===== config.mk =====
export PLATFORM = sky130hd
export DESIGN_NAME = min_max_rescale
export DESIGN_NICKNAME = d
export VERILOG_FILES = /design/src/hw/rtl/mmr_pkg.sv /design/src/hw/rtl/min_max_rescale.sv /design/src/hw/rtl/mmr_div.sv /design/src/hw/rtl/mmr_dpath.sv /design/src/hw/rtl/mmr_ctrl.sv
export SDC_FILE = /design/constraint.sdc
export NUM_CORES = 2
export LEC_CHECK = 0
export BUFFER_PORTS_ARGS = -buffer_cell sky130_fd_sc_hd__buf_2
export CORE_UTILIZATION = 55
export DETAILED_ROUTE_END_ITERATION = 6
export GPL_TIMING_DRIVEN = 0
export MAX_ROUTING_LAYER = met4
export PLACE_DENSITY = 0.71
export SLEW_MARGIN = 20
export SYNTH_ARGS = -nofsm -noshare
export SYNTH_HDL_FRONTEND = slang
export SYNTH_SLANG_ARGS = --single-unit

===== constraint.sdc =====
create_clock -name clk -period 15.16 [get_ports clk]
set_clock_uncertainty 0.05 [all_clocks]
set_input_delay 1.516 -clock clk [delete_from_list [all_inputs] [get_ports clk]]
set_output_delay 1.516 -clock clk [all_outputs]
set_load 0.005 [all_outputs]

===== src/hw/rtl/mmr_pkg.sv =====
`default_nettype none

package mmr_pkg;

  localparam int MAX_LEN = 64;
  localparam int DATA_W  = 16;
  localparam int IDX_W   = $clog2(MAX_LEN);
  localparam int CNT_W   = $clog2(MAX_LEN + 1);
  localparam int PROD_W  = 2 * DATA_W;
  localparam int STEP_W  = $clog2(DATA_W);
  localparam int ADDR_W  = 1;

  localparam logic [ADDR_W-1:0] REG_OUT_LOW  = 1'd0;
  localparam logic [ADDR_W-1:0] REG_OUT_HIGH = 1'd1;

  typedef enum logic [2:0] {
    ST_LOAD,
    ST_READ,
    ST_MUL,
    ST_START,
    ST_DIV,
    ST_EMIT
  } mmr_state_t;

  typedef struct packed {
    logic load;
    logic rd_en;
    logic mul_en;
    logic div_start;
    logic out_load;
    logic idx_inc;
    logic clear;
  } mmr_cmd_t;

  typedef struct packed {
    logic div_done;
    logic idx_last;
    logic out_free;
  } mmr_sts_t;

endpackage

`default_nettype wire


===== src/hw/rtl/min_max_rescale.sv =====
// Min-max rescaling of a vector of signed Q8.8 samples.
// The input stream carries one sample per transaction in in_tdata, with
// in_tlast on the final element of a vector. Up to 64 samples are buffered;
// further samples of the same vector are dropped, but their tlast still ends
// the vector. While loading, one transaction is taken every cycle.
// After the last input the block emits each buffered sample, in input order,
// mapped linearly so that the vector minimum becomes out_low and the maximum
// becomes out_high (the bounds are exchanged if out_low exceeds out_high).
// A flat vector gives the midpoint of the bounds for every element.
// Each result passes through a memory read, a 16x16 multiply, and a
// restoring divider that retires one quotient bit per cycle; out_tlast
// marks the final result. No input is accepted while a vector is being
// emitted.
// A stalled receiver holds the result register and stops the emission; the
// next vector may start loading while the final result still waits.
// Reset (rst_n low, synchronous) empties the buffer and sets out_low to 0.0
// and out_high to 1.0. The user must see that the bounds are written through
// cfg_we/cfg_addr/cfg_wdata while the block is idle; the block has no check.
`default_nettype none

module min_max_rescale (
  input  wire logic                              clk,
  input  wire logic                              rst_n,
  input  wire logic                              in_tvalid,
  output logic                                   in_tready,
  input  wire logic        [mmr_pkg::DATA_W-1:0] in_tdata,   // [15:0] sample
  input  wire logic                              in_tlast,
  output logic                                   out_tvalid,
  input  wire logic                              out_tready,
  output logic             [mmr_pkg::DATA_W-1:0] out_tdata,  // [15:0] scaled
  output logic                                   out_tlast,
  input  wire logic                              cfg_we,
  input  wire logic        [mmr_pkg::ADDR_W-1:0] cfg_addr,
  input  wire logic        [mmr_pkg::DATA_W-1:0] cfg_wdata
);

  mmr_pkg::mmr_cmd_t cmd;
  mmr_pkg::mmr_sts_t sts;

  mmr_ctrl u_ctrl (
    .clk       (clk),
    .rst_n     (rst_n),
    .in_tvalid (in_tvalid),
    .in_tlast  (in_tlast),
    .in_tready (in_tready),
    .sts       (sts),
    .cmd       (cmd)
  );

  mmr_dpath u_dpath (
    .clk        (clk),
    .rst_n      (rst_n),
    .cmd        (cmd),
    .sts        (sts),
    .in_sample  ($signed(in_tdata)),
    .cfg_we     (cfg_we),
    .cfg_addr   (cfg_addr),
    .cfg_wdata  (cfg_wdata),
    .out_tvalid (out_tvalid),
    .out_tready (out_tready),
    .out_tdata  (out_tdata),
    .out_tlast  (out_tlast)
  );

endmodule

`default_nettype wire


===== src/hw/rtl/mmr_div.sv =====
`default_nettype none

module mmr_div (
  input  wire logic                          clk,
  input  wire logic                          rst_n,
  input  wire logic                          start,
  input  wire logic [mmr_pkg::PROD_W-1:0]    dividend,
  input  wire logic [mmr_pkg::DATA_W-1:0]    divisor,
  output logic                               done,
  output logic      [mmr_pkg::DATA_W-1:0]    quotient
);

  // Restoring division, one quotient bit per cycle. The caller guarantees
  // that the quotient fits in DATA_W bits, so the upper half of the
  // dividend starts out as a remainder below the divisor.
  logic [mmr_pkg::DATA_W-1:0] rem_r, rem_nxt;
  logic [mmr_pkg::DATA_W-1:0] quo_r, quo_nxt;
  logic [mmr_pkg::STEP_W-1:0] step_r, step_nxt;
  logic                       busy_r, busy_nxt;
  logic                       done_r, done_nxt;
  logic [mmr_pkg::DATA_W:0]   shifted;
  logic [mmr_pkg::DATA_W:0]   trial;

  always_comb begin
    shifted  = {rem_r, quo_r[mmr_pkg::DATA_W-1]};
    trial    = shifted - {1'b0, divisor};
    rem_nxt  = rem_r;
    quo_nxt  = quo_r;
    step_nxt = step_r;
    busy_nxt = busy_r;
    done_nxt = 1'b0;
    if (start) begin
      rem_nxt  = dividend[mmr_pkg::PROD_W-1:mmr_pkg::DATA_W];
      quo_nxt  = dividend[mmr_pkg::DATA_W-1:0];
      step_nxt = '1;
      busy_nxt = 1'b1;
    end else if (busy_r) begin
      if (!trial[mmr_pkg::DATA_W]) begin
        rem_nxt = trial[mmr_pkg::DATA_W-1:0];
        quo_nxt = {quo_r[mmr_pkg::DATA_W-2:0], 1'b1};
      end else begin
        rem_nxt = shifted[mmr_pkg::DATA_W-1:0];
        quo_nxt = {quo_r[mmr_pkg::DATA_W-2:0], 1'b0};
      end
      step_nxt = step_r - 1'b1;
      if (step_r == '0) begin
        busy_nxt = 1'b0;
        done_nxt = 1'b1;
      end
    end
  end

  always_ff @(posedge clk) begin
    rem_r  <= rem_nxt;
    quo_r  <= quo_nxt;
    step_r <= step_nxt;
    if (!rst_n) begin
      busy_r <= 1'b0;
      done_r <= 1'b0;
    end else begin
      busy_r <= busy_nxt;
      done_r <= done_nxt;
    end
  end

  assign done     = done_r;
  assign quotient = quo_r;

endmodule

`default_nettype wire


===== src/hw/rtl/mmr_dpath.sv =====
`default_nettype none

module mmr_dpath (
  input  wire logic                              clk,
  input  wire logic                              rst_n,
  input  wire mmr_pkg::mmr_cmd_t                 cmd,
  output mmr_pkg::mmr_sts_t                      sts,
  input  wire logic signed [mmr_pkg::DATA_W-1:0] in_sample,
  input  wire logic                              cfg_we,
  input  wire logic        [mmr_pkg::ADDR_W-1:0] cfg_addr,
  input  wire logic        [mmr_pkg::DATA_W-1:0] cfg_wdata,
  output logic                                   out_tvalid,
  input  wire logic                              out_tready,
  output logic             [mmr_pkg::DATA_W-1:0] out_tdata,
  output logic                                   out_tlast
);

  localparam logic signed [mmr_pkg::DATA_W-1:0] MIN_INIT = {1'b0, {(mmr_pkg::DATA_W-1){1'b1}}};
  localparam logic signed [mmr_pkg::DATA_W-1:0] MAX_INIT = {1'b1, {(mmr_pkg::DATA_W-1){1'b0}}};
  localparam logic signed [mmr_pkg::DATA_W-1:0] LOW_INIT = '0;
  localparam logic signed [mmr_pkg::DATA_W-1:0] HIGH_INIT = mmr_pkg::DATA_W'(256);

  logic        [mmr_pkg::DATA_W-1:0] mem [mmr_pkg::MAX_LEN];
  logic signed [mmr_pkg::DATA_W-1:0] rd_q_r;
  logic        [mmr_pkg::CNT_W-1:0]  cnt_r, cnt_nxt;
  logic        [mmr_pkg::IDX_W-1:0]  idx_r, idx_nxt;
  logic signed [mmr_pkg::DATA_W-1:0] min_r, min_nxt;
  logic signed [mmr_pkg::DATA_W-1:0] max_r, max_nxt;
  logic signed [mmr_pkg::DATA_W-1:0] low_r, high_r;
  logic        [mmr_pkg::PROD_W-1:0] prod_r;
  logic        [mmr_pkg::DATA_W-1:0] res_data_r;
  logic                              res_last_r;
  logic                              res_valid_r, res_valid_nxt;

  logic                              store_ok;
  logic                              swap;
  logic signed [mmr_pkg::DATA_W-1:0] lo, hi;
  logic        [mmr_pkg::DATA_W:0]   span_w, diff_w, half_w, sub_w;
  logic        [mmr_pkg::DATA_W-1:0] span, diff, den, quo, result;
  logic                              flat;
  logic                              div_done;

  assign store_ok = cnt_r < mmr_pkg::CNT_W'(mmr_pkg::MAX_LEN);

  always_comb begin
    cnt_nxt = cnt_r;
    min_nxt = min_r;
    max_nxt = max_r;
    idx_nxt = idx_r;
    if (cmd.load && store_ok) begin
      cnt_nxt = cnt_r + 1'b1;
      if (in_sample < min_r) min_nxt = in_sample;
      if (in_sample > max_r) max_nxt = in_sample;
    end
    if (cmd.idx_inc) idx_nxt = idx_r + 1'b1;
    if (cmd.clear) begin
      cnt_nxt = '0;
      min_nxt = MIN_INIT;
      max_nxt = MAX_INIT;
      idx_nxt = '0;
    end
  end

  always_ff @(posedge clk) begin
    if (!rst_n) begin
      cnt_r  <= '0;
      min_r  <= MIN_INIT;
      max_r  <= MAX_INIT;
      idx_r  <= '0;
      low_r  <= LOW_INIT;
      high_r <= HIGH_INIT;
    end else begin
      cnt_r <= cnt_nxt;
      min_r <= min_nxt;
      max_r <= max_nxt;
      idx_r <= idx_nxt;
      if (cfg_we) begin
        unique case (cfg_addr)
          mmr_pkg::REG_OUT_LOW:  low_r  <= cfg_wdata;
          mmr_pkg::REG_OUT_HIGH: high_r <= cfg_wdata;
          default: ;
        endcase
      end
    end
  end

  always_ff @(posedge clk) begin
    if (cmd.load && store_ok) mem[cnt_r[mmr_pkg::IDX_W-1:0]] <= in_sample;
    if (cmd.rd_en) rd_q_r <= mem[idx_r];
  end

  always_comb begin
    swap   = low_r > high_r;
    lo     = swap ? high_r : low_r;
    hi     = swap ? low_r : high_r;
    span_w = {hi[mmr_pkg::DATA_W-1], hi} - {lo[mmr_pkg::DATA_W-1], lo};
    span   = span_w[mmr_pkg::DATA_W-1:0];
    diff_w = {max_r[mmr_pkg::DATA_W-1], max_r} - {rd_q_r[mmr_pkg::DATA_W-1], rd_q_r};
    diff   = diff_w[mmr_pkg::DATA_W-1:0];
    flat   = min_r == max_r;
    sub_w  = {max_r[mmr_pkg::DATA_W-1], max_r} - {min_r[mmr_pkg::DATA_W-1], min_r};
    den    = sub_w[mmr_pkg::DATA_W-1:0];
  end

  always_ff @(posedge clk) begin
    if (cmd.mul_en) prod_r <= span * diff;
  end

  mmr_div u_div (
    .clk      (clk),
    .rst_n    (rst_n),
    .start    (cmd.div_start),
    .dividend (prod_r),
    .divisor  (den),
    .done     (div_done),
    .quotient (quo)
  );

  logic [mmr_pkg::DATA_W:0] hq_w;

  always_comb begin
    half_w = {lo[mmr_pkg::DATA_W-1], lo} + {hi[mmr_pkg::DATA_W-1], hi};
    hq_w   = {hi[mmr_pkg::DATA_W-1], hi} - {1'b0, quo};
    result = flat ? half_w[mmr_pkg::DATA_W:1] : hq_w[mmr_pkg::DATA_W-1:0];
  end

  always_comb begin
    res_valid_nxt = res_valid_r;
    if (res_valid_r && out_tready) res_valid_nxt = 1'b0;
    if (cmd.out_load) res_valid_nxt = 1'b1;
  end

  always_ff @(posedge clk) begin
    if (!rst_n) begin
      res_valid_r <= 1'b0;
    end else begin
      res_valid_r <= res_valid_nxt;
    end
    if (cmd.out_load) begin
      res_data_r <= result;
      res_last_r <= sts.idx_last;
    end
  end

  assign sts.div_done = div_done;
  assign sts.idx_last = {1'b0, idx_r} == (cnt_r - 1'b1);
  assign sts.out_free = !res_valid_r || out_tready;

  assign out_tvalid = res_valid_r;
  assign out_tdata  = res_data_r;
  assign out_tlast  = res_last_r;

  a_cnt_range: assert property (@(posedge clk) disable iff (!rst_n)
    cnt_r <= mmr_pkg::CNT_W'(mmr_pkg::MAX_LEN))
    else $error("sample count above capacity");

  a_min_le_max: assert property (@(posedge clk) disable iff (!rst_n)
    cnt_r != '0 |-> min_r <= max_r)
    else $error("running minimum above running maximum");

  a_quo_in_span: assert property (@(posedge clk) disable iff (!rst_n)
    cmd.out_load && !flat |-> quo <= span)
    else $error("quotient exceeds the target span");

  a_out_free: assert property (@(posedge clk) disable iff (!rst_n)
    cmd.out_load |-> sts.out_free)
    else $error("result register overwritten before it was taken");

endmodule

`default_nettype wire


===== src/hw/rtl/mmr_ctrl.sv =====
`default_nettype none

module mmr_ctrl (
  input  wire logic              clk,
  input  wire logic              rst_n,
  input  wire logic              in_tvalid,
  input  wire logic              in_tlast,
  output logic                   in_tready,
  input  wire mmr_pkg::mmr_sts_t sts,
  output mmr_pkg::mmr_cmd_t      cmd
);

  mmr_pkg::mmr_state_t state_r, state_nxt;

  always_comb begin
    state_nxt = state_r;
    unique case (state_r)
      mmr_pkg::ST_LOAD:  if (in_tvalid && in_tlast) state_nxt = mmr_pkg::ST_READ;
      mmr_pkg::ST_READ:  state_nxt = mmr_pkg::ST_MUL;
      mmr_pkg::ST_MUL:   state_nxt = mmr_pkg::ST_START;
      mmr_pkg::ST_START: state_nxt = mmr_pkg::ST_DIV;
      mmr_pkg::ST_DIV:   if (sts.div_done) state_nxt = mmr_pkg::ST_EMIT;
      mmr_pkg::ST_EMIT: begin
        if (sts.out_free) begin
          state_nxt = sts.idx_last ? mmr_pkg::ST_LOAD : mmr_pkg::ST_READ;
        end
      end
      default: state_nxt = mmr_pkg::ST_LOAD;
    endcase
  end

  always_comb begin
    cmd       = '0;
    in_tready = 1'b0;
    unique case (state_r)
      mmr_pkg::ST_LOAD: begin
        in_tready = 1'b1;
        cmd.load  = in_tvalid;
      end
      mmr_pkg::ST_READ:  cmd.rd_en     = 1'b1;
      mmr_pkg::ST_MUL:   cmd.mul_en    = 1'b1;
      mmr_pkg::ST_START: cmd.div_start = 1'b1;
      mmr_pkg::ST_DIV: ;
      mmr_pkg::ST_EMIT: begin
        cmd.out_load = sts.out_free;
        cmd.idx_inc  = sts.out_free && !sts.idx_last;
        cmd.clear    = sts.out_free && sts.idx_last;
      end
      default: ;
    endcase
  end

  always_ff @(posedge clk) begin
    if (!rst_n) begin
      state_r <= mmr_pkg::ST_LOAD;
    end else begin
      state_r <= state_nxt;
    end
  end

endmodule

`default_nettype wire


==> results list <==
* Share of the synthesized area in the top cell type: 0.5579
- Wire length of the first global-routing pass: roughly 230000 µm
- The die is 333.2 µm wide.
- In this run, the number of DRC markers left after iteration 0 of detailed routing was 4015.
* Maximum number of pins on one net before global-route repair: 69
- Layout cells sized above 1: 0.1865
- In this run, CTS created clock tree buffers numbering 120.
- The run finished with clean final reports.
- Slowest Stage Delay on Critical Path: 0.92 ns
- Number of clock sinks: 1208
- Area of the die: about 0.11 mm²
- Mapped Nets: 4438
* Synthesized-area fraction occupied by ao, oa, aoi and oai cells: 0.04259
- Crit path to: u_dpath.prod_r[30]$_DFFE_PP_
- The total overflow left after global routing is 0.
- Mean instance size in the synthesized netlist: 15.21 µm²
- The cell family contributing the most delay on the critical path is adder cells.
* Total Routed Length: 154500 µm
- Of all cell types, the one taking the most synthesized area is sky130_fd_sc_hd__edfxtp_1.
* Via density: 6.196
- Clock Latency Late Sink: 0.75 ns
- Largest family of logic cells by synthesized area: multiplexers
* WL/cell: 26.96 µm
* Synth area leaders: sky130_fd_sc_hd__edfxtp_1 56%, sky130_fd_sc_hd__mux4_2 13%, sky130_fd_sc_hd__fa_1 6.6%, sky130_fd_sc_hd__ha_1 4.8%, sky130_fd_sc_hd__dfxtp_1 2.9%
- For the worst setup path, the data required time is 15.53 ns.
* Reg-to-reg slack, setup: approximately 3.7 ns
* Worst setup EP type: flop
- Post-DRT Antenna Nets: 0
* Depth of the worst register-to-register path: 39
- Vias in the first global route: about 36k
* Launch instance of the worst register-to-register path: u_dpath.high_r[11]$_SDFFE_PN0P_
- The detailed router placed 35.52k vias in this run.
* Worst Hold Depth: 1
* Number of remaining DRC errors: 0
* Count of standard-cell rows: 121
* Element type at the critical path start: flop
- For this run, the number of Yosys warnings is 0.
- Number of antenna violations at the first check in global routing: 9
* Number of H-tree levels: 3
- Flip-flop and latch count after synthesis: 1208
- Levels on crit path: 39
* End of the worst register-to-register path: u_dpath.prod_r[30]$_DFFE_PP_
* Worst path slowest cell: sky130_fd_sc_hd__xor2_1
* Buffers inserted during post-CTS setup optimization: 0
- Hold repair after CTS inserted 0 buffers.
- Clock tree root driver cell: sky130_fd_sc_hd__clkbuf_16
* Startpoint of the most critical setup path: u_dpath.high_r[11]$_SDFFE_PN0P_
- After routing, the total negative slack on setup checks comes to 0 ns.
- Worst Path Arrival: 11.88 ns
* Number of failing setup endpoints in the final timing report: 0
- Gp weighted congestion: 0.9897
* Seq/Total Area, Yosys: 0.5868
* I/O pins: 58
- The first TritonRoute pass finished after 6 iterations.
- Count of different cell masters after synthesis: 84
* Synthesized-area fraction occupied by xor and xnor cells: 0.01960
- Commonest non-fill, non-tap cell in the layout: sky130_fd_sc_hd__edfxtp_1
- The synthesized netlist occupies a cell area of approximately 0.060 mm².
- In this run, post-CTS repair resized a total of 0 instances.
- By startpoint and endpoint, the worst setup path is classified as reg2reg.
* Adder-cell share of the synthesized area: 0.1143
- RSZ-0062 raised after global routing: false
- The count of buffers added on input and output ports is between 50 and 60.
* Final Critical Period: 11.51 ns
* Number of cells produced by synthesis: just under 4k
- Fmax: approximately 87 MHz
- Clock-pin slew was measured on the worst setup and hold paths at 0.06 ns.
- The number of buffers and inverters on the critical path is 8.
- The HPWL after detailed placement is 109600 µm.
- Final hold viol count: 0
* Number of max-capacitance violations reported: 0
* Transition at the pin with the smallest max-transition slack: 1.245 ns
* Core Area: 0.1089 mm²
* Post-synthesis simple-gate area fraction: 0.06789
* Die Span Y: 333.2 µm
- Commonest cells after routing, fill and taps aside: 1121 x sky130_fd_sc_hd__edfxtp_1, 359 x sky130_fd_sc_hd__inv_1, 336 x sky130_fd_sc_hd__mux4_2
* Final design utilization: 0.6200
- Count of flip-flops with a built-in enable after synthesis: 1121
- Largest driver fanout on the critical path: 10
* Top FF cell, synth: sky130_fd_sc_hd__edfxtp_1
* Final net count: ~4.7k
* Placed Instance Area: 0.06346 mm²
- In this run the deepest clock path goes through 3 buffers.
* Finished Cell Area: 0.06749 mm²
- Worst relative slew slack: 0.1638
* Clock tree from TritonCTS: yes
- Multiplexer fraction of the synthesized cell area: 0.1346
- Effective utilization at floorplan: 0.5543
* Growth of design area from synthesis to finish: 11.85%
* Final period utilization: 0.7589
- In this run the worst hold path is classified as reg2reg.
- The max-slew violation count came to 0.
- For this run, asynchronously set or reset flops after synthesis account for 0.
- For this run, the total global-route usage over all layers was measured as 0.2916.
## metal layers
layer,vias up,track usage,routed length (µm)
met3,239,0.04983,13440
met1,18354,0.4098,64730
met4,0,0.07765,3992
li1,15267,-,-
met2,1656,0.4449,72370
met5,-,-,0
## worst reg2reg max path, delay by kind of cell, from the launching register on
| family | cells | cell delay [ns] |
|---|---|---|
| xor+xnor | 2 | 1.43 |
| flops | 1 | 0.42 |
| compound gates | 10 | 2.74 |
| buf+inv | 8 | 0.86 |
| fa+ha+maj | 9 | 3.91 |
| simple gates | 10 | 1.84 |
## worst min-delay path by stage
stage	to	slack [ns]	startpoint
after detailed placement	u_dpath.u_div.done$_SDFF_PP0_	0.44	u_dpath.u_div.step_r[2]$_SDFFE_PP1P_
after global routing	u_dpath.u_div.step_r[1]$_SDFFE_PP1P_	0.48	u_dpath.u_div.step_r[1]$_SDFFE_PP1P_
after global placement	u_dpath.u_div.step_r[3]$_SDFFE_PP1P_	0.42	u_dpath.u_div.step_r[3]$_SDFFE_PP1P_
after CTS	u_dpath.u_div.step_r[1]$_SDFFE_PP1P_	0.46	u_dpath.u_div.step_r[1]$_SDFFE_PP1P_
final	u_dpath.u_div.done$_SDFF_PP0_	0.47	u_dpath.u_div.step_r[2]$_SDFFE_PP1P_
after floorplan	u_dpath.u_div.done$_SDFF_PP0_	0.40	u_dpath.u_div.step_r[2]$_SDFFE_PP1P_
## flip-flops by register name, summed over array words and instances (netlist names), 3 cells and up
register and cells:
u_dpath.mem 1024, u_dpath.prod_r 32, u_dpath.high_r 16, u_dpath.low_r 16
u_dpath.max_r 16, u_dpath.min_r 16, u_dpath.out_tdata 16, u_dpath.rd_q_r 16
u_dpath.u_div.quotient 16, u_dpath.u_div.rem_r 16, u_dpath.cnt_r 7, u_dpath.idx_r 6
u_dpath.u_div.step_r 4, u_ctrl.state_r 3
## area by class of cell
type                       count  area [µm²]
tap                         1414        1769
multi-input combinational   2228       23100
inverter                     359        1348
clock buffer                 138        3092
antenna                        2       5.005
buffer                       172       729.5
sequential                  1208       35400
clock inverter                83       905.9
timing repair buffer         128        1136
fill                        7906       41370
## through the flow
stage	instances	hold WS [ns]	setup slack [ns]
3_5_place_dp	5509	0.4374	3.776
4_1_cts	5730	0.4581	3.760
3_3_place_gp	5438	0.4228	3.865
2_1_floorplan	3967	0.4023	5.855
6_report	5732	0.4665	3.655
5_1_grt	5731	0.4756	3.039
## synthesized netlist by cell type (5+ instances only)
cell type and number:
sky130_fd_sc_hd__edfxtp_1 1121, sky130_fd_sc_hd__inv_1 359, sky130_fd_sc_hd__mux4_2 336, sky130_fd_sc_hd__nand2_1 314, sky130_fd_sc_hd__nor2_1 259, sky130_fd_sc_hd__ha_1 233
sky130_fd_sc_hd__fa_1 199, sky130_fd_sc_hd__clkbuf_1 118, sky130_fd_sc_hd__a21oi_1 103, sky130_fd_sc_hd__xnor2_1 90, sky130_fd_sc_hd__dfxtp_1 87, sky130_fd_sc_hd__o21ai_0 70
sky130_fd_sc_hd__nand3_1 61, sky130_fd_sc_hd__nor3_1 48, sky130_fd_sc_hd__xor2_1 45, sky130_fd_sc_hd__a21boi_0 39, sky130_fd_sc_hd__buf_1 34, sky130_fd_sc_hd__mux2i_1 34
sky130_fd_sc_hd__nor2b_1 34, sky130_fd_sc_hd__a21o_1 30, sky130_fd_sc_hd__and2_1 30, sky130_fd_sc_hd__nand2b_1 28, sky130_fd_sc_hd__or3_1 25, sky130_fd_sc_hd__o211ai_1 22
sky130_fd_sc_hd__nand4_1 20, sky130_fd_sc_hd__mux2_2 19, sky130_fd_sc_hd__o21bai_1 17, sky130_fd_sc_hd__and3_1 14, sky130_fd_sc_hd__a211oi_1 12, sky130_fd_sc_hd__buf_2 11
sky130_fd_sc_hd__nor3b_1 9, sky130_fd_sc_hd__o21a_1 9, sky130_fd_sc_hd__a31oi_1 8, sky130_fd_sc_hd__o31ai_1 8, sky130_fd_sc_hd__buf_6 6, sky130_fd_sc_hd__or2_2 6
sky130_fd_sc_hd__or3b_2 6, sky130_fd_sc_hd__a211o_1 5, sky130_fd_sc_hd__o22ai_1 5, sky130_fd_sc_hd__o41ai_1 5, sky130_fd_sc_hd__or3b_1 5
## kinds of logic after synthesis
group / Yosys count
flops: 1208
fa+ha+maj: 432
buf+inv: 531
xor+xnor: 135
compound gates: 385
mux: 389
simple gates: 887
Power is left out: the tool's default activity adds up to more than one toggle a clock period on the data nets, which glitch-free logic cannot reach.
